### config.mk
export PLATFORM = sky130hd
export DESIGN_NAME = khte_ram
export DESIGN_NICKNAME = d
export VERILOG_FILES = /design/src/rtl/khte_ram.sv
export SDC_FILE = /design/constraint.sdc
export NUM_CORES = 1
export LEC_CHECK = 0
export ABC_AREA = 1
export BUFFER_PORTS_ARGS = -buffer_cell sky130_fd_sc_hd__clkbuf_2
export CAP_MARGIN = 5
export CORE_MARGIN = 2
export CORE_UTILIZATION = 50
export CTS_CLUSTER_DIAMETER = 50
export DETAILED_ROUTE_END_ITERATION = 16
export GPL_ROUTABILITY_DRIVEN = 0
export GPL_TIMING_DRIVEN = 1
export PLACE_DENSITY = 0.63
export SYNTH_ARGS = -nofsm -noshare
export SYNTH_HDL_FRONTEND = slang
export SYNTH_SLANG_ARGS = --single-unit
### constraint.sdc
create_clock -name clk_i -period 2.2 [get_ports clk_i]
set_clock_uncertainty 0.15 [all_clocks]
set_input_delay 0.22 -clock clk_i [delete_from_list [all_inputs] [get_ports clk_i]]
set_output_delay 0.22 -clock clk_i [all_outputs]
set_load 0.01 [all_outputs]
### src/rtl/khte_ram.sv
module khte_ram #(
  parameter int WIDTH = 8,
  parameter int DEPTH = 32
) (
  input  logic                     clk_i,
  input  logic [$clog2(DEPTH)-1:0] addr_i,
  input  logic                     we_i,
  input  logic [WIDTH-1:0]         wdata_i,
  output logic [WIDTH-1:0]         rdata_o
);

  logic [WIDTH-1:0] mem_q [DEPTH];
  logic [WIDTH-1:0] rdata_q;

  // Single port with registered read.
  always_ff @(posedge clk_i) begin
    if (we_i) begin
      mem_q[addr_i] <= wdata_i;
    end
    rdata_q <= mem_q[addr_i];
  end

  assign rdata_o = rdata_q;

endmodule

# Yosys cells after proc, flatten, opt, wreduce, memory -nomap -nowiden
# Memory sizes are Yosys's and may differ from the RTL's. A register that Yosys moved wholly into a read port is not among the register bits.
# Cells that the tools add are included.
[totals]
mem_count = 1
out_inout_bits = 8
word_cells = 3
mem_bits_rw = 256
reg_bits = 0
inputBits = 15
[mem_list]
columns = ["memory", "depth", "word_bits", "rd", "rd_ports_with_merged_regs", "write_ports", "line", "source"]
rows = [
  ["mem_q", 32, 8, 1, 1, 1, "12", "logic [WIDTH-1:0] mem_q [DEPTH];"],
]
[op_classes]
muxes = 2
[op_table]
columns = ["op", "n"]
rows = [
  ["2-to-1 mux 1 bit", 2],
]

# Depth between registers and ports, before layout
# Gate-level depths: netlist of the first run.
[logic_depth]
word_depth = 2
depth_mapped = 12
depth_no_buf = 9

# Worst setup path after synthesis of the first run
# No wires, ideal clock.
[synth_path]
kind = "input-to-reg"
start = "input port addr_i[2]"
end = "memory mem_q[28][0] (enable)"
setup_time_ps = 370
cell_stages = 5
n_path_buf = 1
arrival_ps = 1312
setup_slack_ps = 368
t_required_ps = 1680
cell_sequence = "buf_4 -> inv_2 -> nor3_2 -> inv_1 -> nor2_1"
[synth_lines]
columns = ["item", "line", "source"]
rows = [
  ["start: declaration", "6", "input logic [$clog2(DEPTH)-1:0] addr_i,"],
  ["end: declaration", "12", ""],
]
# Straight into the memory's write port.

# Worst setup path after layout of the first run
[layout_path]
start = "input port addr_i[1]"
end = "memory mem_q[30][2] (enable)"
# Straight into the memory's write port.

==> metrics.md, run 1 <==
| Metric | Value |
|---|---|
| Post-route design area | `12680 µm²` |
| Worst-path cell chain | `clkbuf_2 -> buf_12 -> nand3_1 -> nor2_1 -> buf_4` |
| I/O Pins | `23` |
| Dpl hpwl | `14880 µm` |
| WL final | `24620 µm` |
| Setup TNS | `0 ps` |
| Post_cts resized | `0` |
| Top delay family on crit path | `simple AND/OR/NAND/NOR gates` |
| DR WL/cell | `17.24 µm` |
| Clock root buffer | `clkbuf_16` |
| Number of fillers in the final layout | `1811` |
| Area after DPL | `11670 µm²` |
| Chip width | `152.2 µm` |
| Syn-to-layout area delta | `15.37%` |
| CTS Buf Count | `28` |
| RSZ-0062 raised after global routing | `false` |
| Startpoint types | `input port` |
| Max FO, Critical Path | `48` |
| First-pass GRT wire length | `38290 µm` |
| WHS | `121.8 ps` |
| Cell Count Post-Placement | `1374` |
| Initial core utilization | `50.66%` |
| # nets final | `1139` |
| Min-Delay Path Class | `input port to flop` |
| Largest net degree at the start of global routing | `52` |
| Max cap viols | `0` |
| Critical Path RT | `2290 ps` |
| Synthesized instance count | `1063` |
| Overall Global Routing Usage | `21.41%` |
| Fraction of layout instances using a drive strength above 1 | `12.30%` |
| Antenna violations before repair | `2` |
| Drt first-iter violations | `529` |
| Synth Cell Area | `10990 µm²` |
| DRT Pass-1 Iters | `5` |
| CTS tree | `yes` |
| Clk buf depth | `3` |
| Max transition margin | `45.49%` |
| #FFs+latches synth | `264` |
| H-tree levels | `1` |
| Most frequent cells in the layout | `nand2_1 (680), edfxtp_1 (256), buf_4 (51), nor2_1 (48), clkbuf_16 (29)` |
| Synthesized net count | `1078` |
| Die area | `23180 µm²` |
| Synth warn | `0` |
| Setup bufs post-CTS | `0` |
| Post-Place Worst Slack | `209.9 ps` |
| VDD IR max | `724.9 µV` |
| CP max stage cell | `nand3_1` |
| Non-Filler Instances | `1428` |
| Post-synthesis mux area share | `0%` |
| Final Setup Violations | `0` |
| Number of vias per cell | `5.042` |
| Clk slew on worst S/H paths | `60 ps` |
| Worst path max stage delay | `480 ps` |
| Vias | `7200` |
| CP bufs+invs | `3` |
| Setup ws final | `742.5 ps` |
| Largest family of logic cells by synthesized area | `simple AND/OR/NAND/NOR gates` |
| Avg Cell Area, Syn | `10.34 µm²` |
| Compound-cell area share of the yosys netlist | `0%` |
| Die H | `152.2 µm` |
| LEAKAGE | `5.350 nW` |
| Antenna viol nets, final | `0` |
| Final min period | `1458 ps` |
| Final Hold Fails | `0` |
| Global route overflow | `0` |
| Xor/xnor cell area share of the yosys netlist | `0%` |
| Pins Over Slew Limit | `0` |
| Least-Margin Pin Slew | `817.7 ps` |
| Outcome | `finished clean` |
| CORE AREA | `21690 µm²` |
| Core Rows | `54` |
| DRC viols | `0` |
| Arr. time, crit path | `1540 ps` |
| PD cells | `889.8 nW/µm²` |
| Seq/Total Area, Yosys | `71.42%` |
| Synth Area in Simple Gates | `25.78%` |
| Synth cell types | `12` |
| Max frequency | `686.1 MHz` |
| Clock sink count | `264` |
| Worst setup EP type | `flop` |
| Vias in the first global route | `6815` |
| CTS Hold Buffers Added | `0` |
| Commonest non-fill, non-tap cell in the layout | `nand2_1` |
| Adder-Cell Fraction of Synth Area | `0%` |
| Crit Path Category | `input port to flop` |
| Period utilization | `66.25%` |
| Skew-Pair Late Insertion Delay | `530 ps` |
| Port bufs | `22` |
==> cells in the mapped netlist <==
cell        n  area [µm²]
nor3_2      8       80.08
buf_4      13       97.59
nand3_1     4       20.02
nor2_1     48       180.2
buf_6       1       11.26
dfxtp_1     8       160.2
buf_2      24       120.1
nand2_1   680        2552
inv_1       4       15.01
clkbuf_1    8       30.03
edfxtp_1  256        7687
inv_2       9       33.78
==> through the flow <==
step                      total power, W  util, %
after floorplan                 0.006088        -
after global placement          0.006370    53.81
after detailed placement        0.006372    53.81
after CTS                        0.01136    58.43
after global routing             0.01162    58.45
final                            0.01128    58.45
==> path summary, 6_finish.rpt <==
check                    start            to  slack [ps]  depth (start not counted)
setup / recovery     addr_i[1]  mem_q[30][2]         740                          5
hold / removal       addr_i[2]  mem_q[17][5]         120                          4
setup reg to reg  mem_q[15][5]    rdata_o[5]         870                          8
hold reg to reg   mem_q[24][4]    rdata_o[4]         560                          8
==> per-layer routing <==
metal | vias to the layer above | wire length [µm] | track usage (%) | part of all wire (%)
li1 | 3566 | - | - | -
met1 | 3352 | 10880 | 30.38 | 44
met5 | - | 0 | 0 | 0
met4 | 0 | 657 | 6.631 | 2.7
met3 | 44 | 1582 | 3.328 | 6.4
met2 | 238 | 11490 | 34.51 | 47
==> registers in the layout (all words and copies together), names as in the netlist <==
name,cells
mem_q,256
rdata_o,8
==> final cells by class <==
cell class | instances | area, µm² | share of cell area, %
antenna | 2 | 5.005 | 0.03948
clock buffer | 31 | 733.2 | 5.784
clock inverter | 21 | 269.0 | 2.122
inverter | 13 | 51.30 | 0.4047
multi-input combinational | 740 | 2833 | 22.34
sequential | 264 | 7848 | 61.90
tap | 280 | 350.3 | 2.764
timing repair buffer | 77 | 588.1 | 4.639
==> cells by family after synthesis <==
logic type | Yosys count
simple gates | 740
flops | 264
buf+inv | 59
==> worst register-to-register path, cell delays in order, from the launching register on <==
cell	delay (ps)
edfxtp_1	400
nand2_1	90
nand2_1	50
nand2_1	70
nand2_1	60
nand2_1	60
nand2_1	60
nor2_1	180
nand2_1	100
==> power breakdown <==
group / internal (W) / total, W / switching [W]
logic: 0.000178 / 0.000645 / 0.000467
registers: 0.00559 / 0.00562 / 0.0000246
clock network: 0.00311 / 0.00502 / 0.00191
No activity file was read; power rests on OpenSTA's default activity.
==> run 2: changes to the inputs <==
--- a/config.mk
+++ b/config.mk
@@ -5,7 +5,7 @@
 export SDC_FILE = /design/constraint.sdc
 export NUM_CORES = 1
 export LEC_CHECK = 0
-export ABC_AREA = 1
+export ABC_AREA = 0
 export BUFFER_PORTS_ARGS = -buffer_cell sky130_fd_sc_hd__clkbuf_2
 export CAP_MARGIN = 5
 export CORE_MARGIN = 2
==> constraint.sdc (replaced) <==
create_clock -name clk_i -period 1.4 [get_ports clk_i]
set_clock_uncertainty 0.15 [all_clocks]
set_input_delay 0.14 -clock clk_i [delete_from_list [all_inputs] [get_ports clk_i]]
set_output_delay 0.14 -clock clk_i [all_outputs]
set_load 0.01 [all_outputs]
==> run 2 against run 1 <==
The flow now finishes with violations (setup timing). Critical endpoint is now rdata_o[2]. Sequential share of layout area is 1.5 points lower. Global-route usage grew 0.47 points. First-iteration DRC count shrank 17%. Clock power is 37% higher. Largest power group unchanged. Combinational power up 74%. Non-clock buffer count rose by 41. Hold slack better by 54 ps. Area after synthesis fell by 7.1%. Power grew 49%. Worst setup slack worse by 800 ps.
==> metrics.md, run 2 <==
| Metric | Value |
|---|---|
| Die H | `146.9 µm (-3.5%)` |
| Crit Reg-Reg Endpoint | `rdata_o[2]` |
| Setup bufs post-CTS | `0 (unchanged)` |
| GRT met1 Usage | `29.71% (-0.67 points)` |
| I/O Pins | `23 (unchanged)` |
| Synth cell types | `24 (+12)` |
| Count leader, synth | `edfxtp_1` |
| Post-synth top area share | `75.32% (+5.4 points)` |
| Vias in the first global route | `5810 (-15%)` |
| GR met2 Demand/Resource | `36.90% (+2.4 points)` |
| RSZ-0062 raised after global routing | `true` |
| Setup ws final | `-60.41 ps (-802.9 ps)` |
| Synth area leader | `edfxtp_1` |
| H-tree levels | `1 (unchanged)` |
| Startpoint types | `flop` |
| Syn-to-layout area delta | `27.36%` |
| Most frequent cells in the layout | `edfxtp_1 (256), mux2i_1 (113), buf_4 (57), o22ai_1 (48), buf_12 (31)` |
| WHS Endpoint | `mem_q[0][4]` |
| Synth Cell Area | `10210 µm² (-7.1%)` |
| Skew-Pair Late Insertion Delay | `530 ps (about the same)` |
| Worst r2r path cells | `4 (-4)` |
| Min-Delay Path Class | `input port to flop` |
| Worst Hold Launch | `addr_i[3]` |
| Overall Global Routing Usage | `21.88% (+0.47 points)` |
| WL final | `23160 µm (-5.9%)` |
| Async S/R FF share, synth | `0% (unchanged)` |
| Synth warn | `0 (unchanged)` |
| Max transition margin | `65.21% (+20 points)` |
| Worst setup EP type | `flop` |
| VDD IR max | `1412 µV (+95%)` |
| Outcome | `finished, violations left` |
| CTS tree | `yes` |
| Area after DPL | `11790 µm² (+1.0%)` |
| Antenna diode count | `0 (-2)` |
| Number of vias per cell | `5.750 (+14%)` |
| Least-Margin Pin Slew | `519.1 ps (-298.6 ps)` |
| Final min period | `1460 ps` |
| Core Rows | `52 (-3.7%)` |
| Port bufs | `22 (unchanged)` |
| Dpl hpwl | `15130 µm (+1.7%)` |
| Fraction of layout instances using a drive strength above 1 | `32.96% (+21 points)` |
| Chip width | `146.9 µm (-3.5%)` |
| Max reg flops | `256 (unchanged)` |
| Antenna viol nets, final | `0 (unchanged)` |
| Non-Filler Instances | `977 (-32%)` |
| Number of synthesized flops with an enable pin | `256 (unchanged)` |
| Post-route design area | `13000 µm² (+2.5%)` |
| Max frequency | `684.7 MHz` |
| Final Hold Fails | `0 (unchanged)` |
| Period utilization | `104.3%` |
| Vias | `5618 (-22%)` |
| Drt first-iter violations | `440 (-17%)` |
| First-pass GRT wire length | `35260 µm (-7.9%)` |
| Pins Over Slew Limit | `0 (unchanged)` |
| Initial core utilization | `50.77% (+0.10 points)` |
| DRT Pass-1 Iters | `4 (-1)` |
| Largest net degree at the start of global routing | `33 (-37%)` |
| Clock sink count | `264 (unchanged)` |
| CORE AREA | `20100 µm² (-7.3%)` |
| Synthesized net count | `591 (-45%)` |
| Max FO, Critical Path | `1 (-98%)` |
| Global route overflow | `0 (unchanged)` |
| Most Crowded Layer GR | `met2` |
| Crit Path Category | `flop to flop` |
| FF-to-FF Start | `mem_q[19][2]` |
| Clk slew on worst S/H paths | `60 ps (about the same)` |
| Cell Count Post-Placement | `926 (-33%)` |
| Avg Cell Area, Syn | `17.72 µm² (+71%)` |
| WHS Path Cells | `3 (-1)` |
| #FFs+latches synth | `264 (unchanged)` |
| Clock root buffer | `clkbuf_16` |
| R2R Setup Slk | `-60 ps (-930 ps)` |
| LEAKAGE | `4.540 nW (-15%)` |
| Register with the most flip-flops | `mem_q` |
| Commonest cells post-synth | `edfxtp_1 (256), mux2i_1 (128), o22ai_1 (63), nor2_1 (29), buf_2 (22)` |
| # nets final | `702 (-38%)` |
| Ranking of synthesized cells by area | `edfxtp_1 (75%), mux2i_1 (13%), o22ai_1 (3.9%)` |
| CTS Buf Count | `26 (-7.1%)` |
| Arr. time, crit path | `1690 ps (+150 ps)` |
| Max cap viols | `0 (unchanged)` |
| Antenna violations before repair | `0 (-2)` |
| Seq/Total Area, Yosys | `76.89% (+5.5 points)` |
| Synthesized instance count | `576 (-46%)` |
| Violated checks | `setup timing` |
| Die area | `21570 µm² (-6.9%)` |
| Final Setup Violations | `7 (+7)` |
| DR WL/cell | `23.70 µm (+37%)` |
| Clk buf depth | `3 (unchanged)` |
| Grt met3 use | `3.106% (-0.22 points)` |
| Commonest non-fill, non-tap cell in the layout | `edfxtp_1` |
| PD cells | `1295 nW/µm² (+46%)` |
| Critical Path RT | `1630 ps (-660 ps)` |
| Setup TNS | `-258.3 ps (-258.3 ps)` |
| DRC viols | `0 (unchanged)` |
| Synth Flop Type | `edfxtp_1` |
| WHS | `175.7 ps (+53.90 ps)` |
[run 2: routing by layer]
metal | up-vias | wire length (µm)
li1 | 2553 | -
met1 | 2867 | 9886
met2 | 151 | 11590
met3 | 47 | 1015
met4 | 0 | 664
met5 | - | 0
[run 2: how the worst max path moves through the flow]
| stage | from | to | slack (ps) | cells after the start |
|---|---|---|---|---|
| final | mem_q[19][2] | rdata_o[2] | -60 | 4 |
| after global routing | mem_q[6][6] | rdata_o[6] | -150 | 5 |
| after CTS | mem_q[6][6] | rdata_o[6] | -90 | 5 |
| after detailed placement | addr_i[2] | rdata_o[2] | -670 | 6 |
| after global placement | addr_i[1] | rdata_o[0] | -600 | 7 |
| after floorplan | addr_i[1] | mem_q[26][0] | -450 | 5 |
[run 2: stage by stage]
| step | setup slack (ps) | power (W) | utilization [%] |
|---|---|---|---|
| detailed placement | -666.2 | 0.01004 | 58.65 |
| floorplan | -450.1 | 0.009484 | - |
| global placement | -597.3 | 0.01002 | 58.65 |
| global route | -149.6 | 0.01729 | 64.66 |
| finish | -60.41 | 0.01684 | 64.66 |
| CTS | -87.89 | 0.01694 | 64.21 |
[run 2: cell type report]
type / count / area [µm²]
clock inverter: 12 / 120.1
clock buffer: 36 / 739.5
tap: 270 / 337.8
multi-input combinational: 277 / 2709
sequential: 264 / 7848
fill: 1364 / 7106
timing repair buffer: 118 / 1245
[run 2: critical path, stage by stage, from the launching register on]
cell and delay, ps:
edfxtp_1 360, mux2i_1 220, o22ai_2 140, nor4_4 320, nand2_1 130
[run 2: kinds of logic after synthesis]
family	synth area share, %
AND/OR/NAND/NOR	4.855
multiplexers	12.55
flip-flops	76.89
buffers and inverters	1.716
AO/OA/AOI/OAI	3.984
[run 2: what timing repair did]
action	4_1_cts	5_1_grt
endpoints found under the setup margin	8	8
hold buffers	8	0
endpoints found under the hold margin	256	0
pin swaps	15	13
gates resized for setup	36	17
[run 2: power breakdown]
group          internal [W]  total [W]  switching [W]
Sequential          0.00879    0.00883      0.0000437
Clock               0.00407    0.00689        0.00282
Combinational      0.000489    0.00112       0.000633
Total                0.0133     0.0168        0.00349
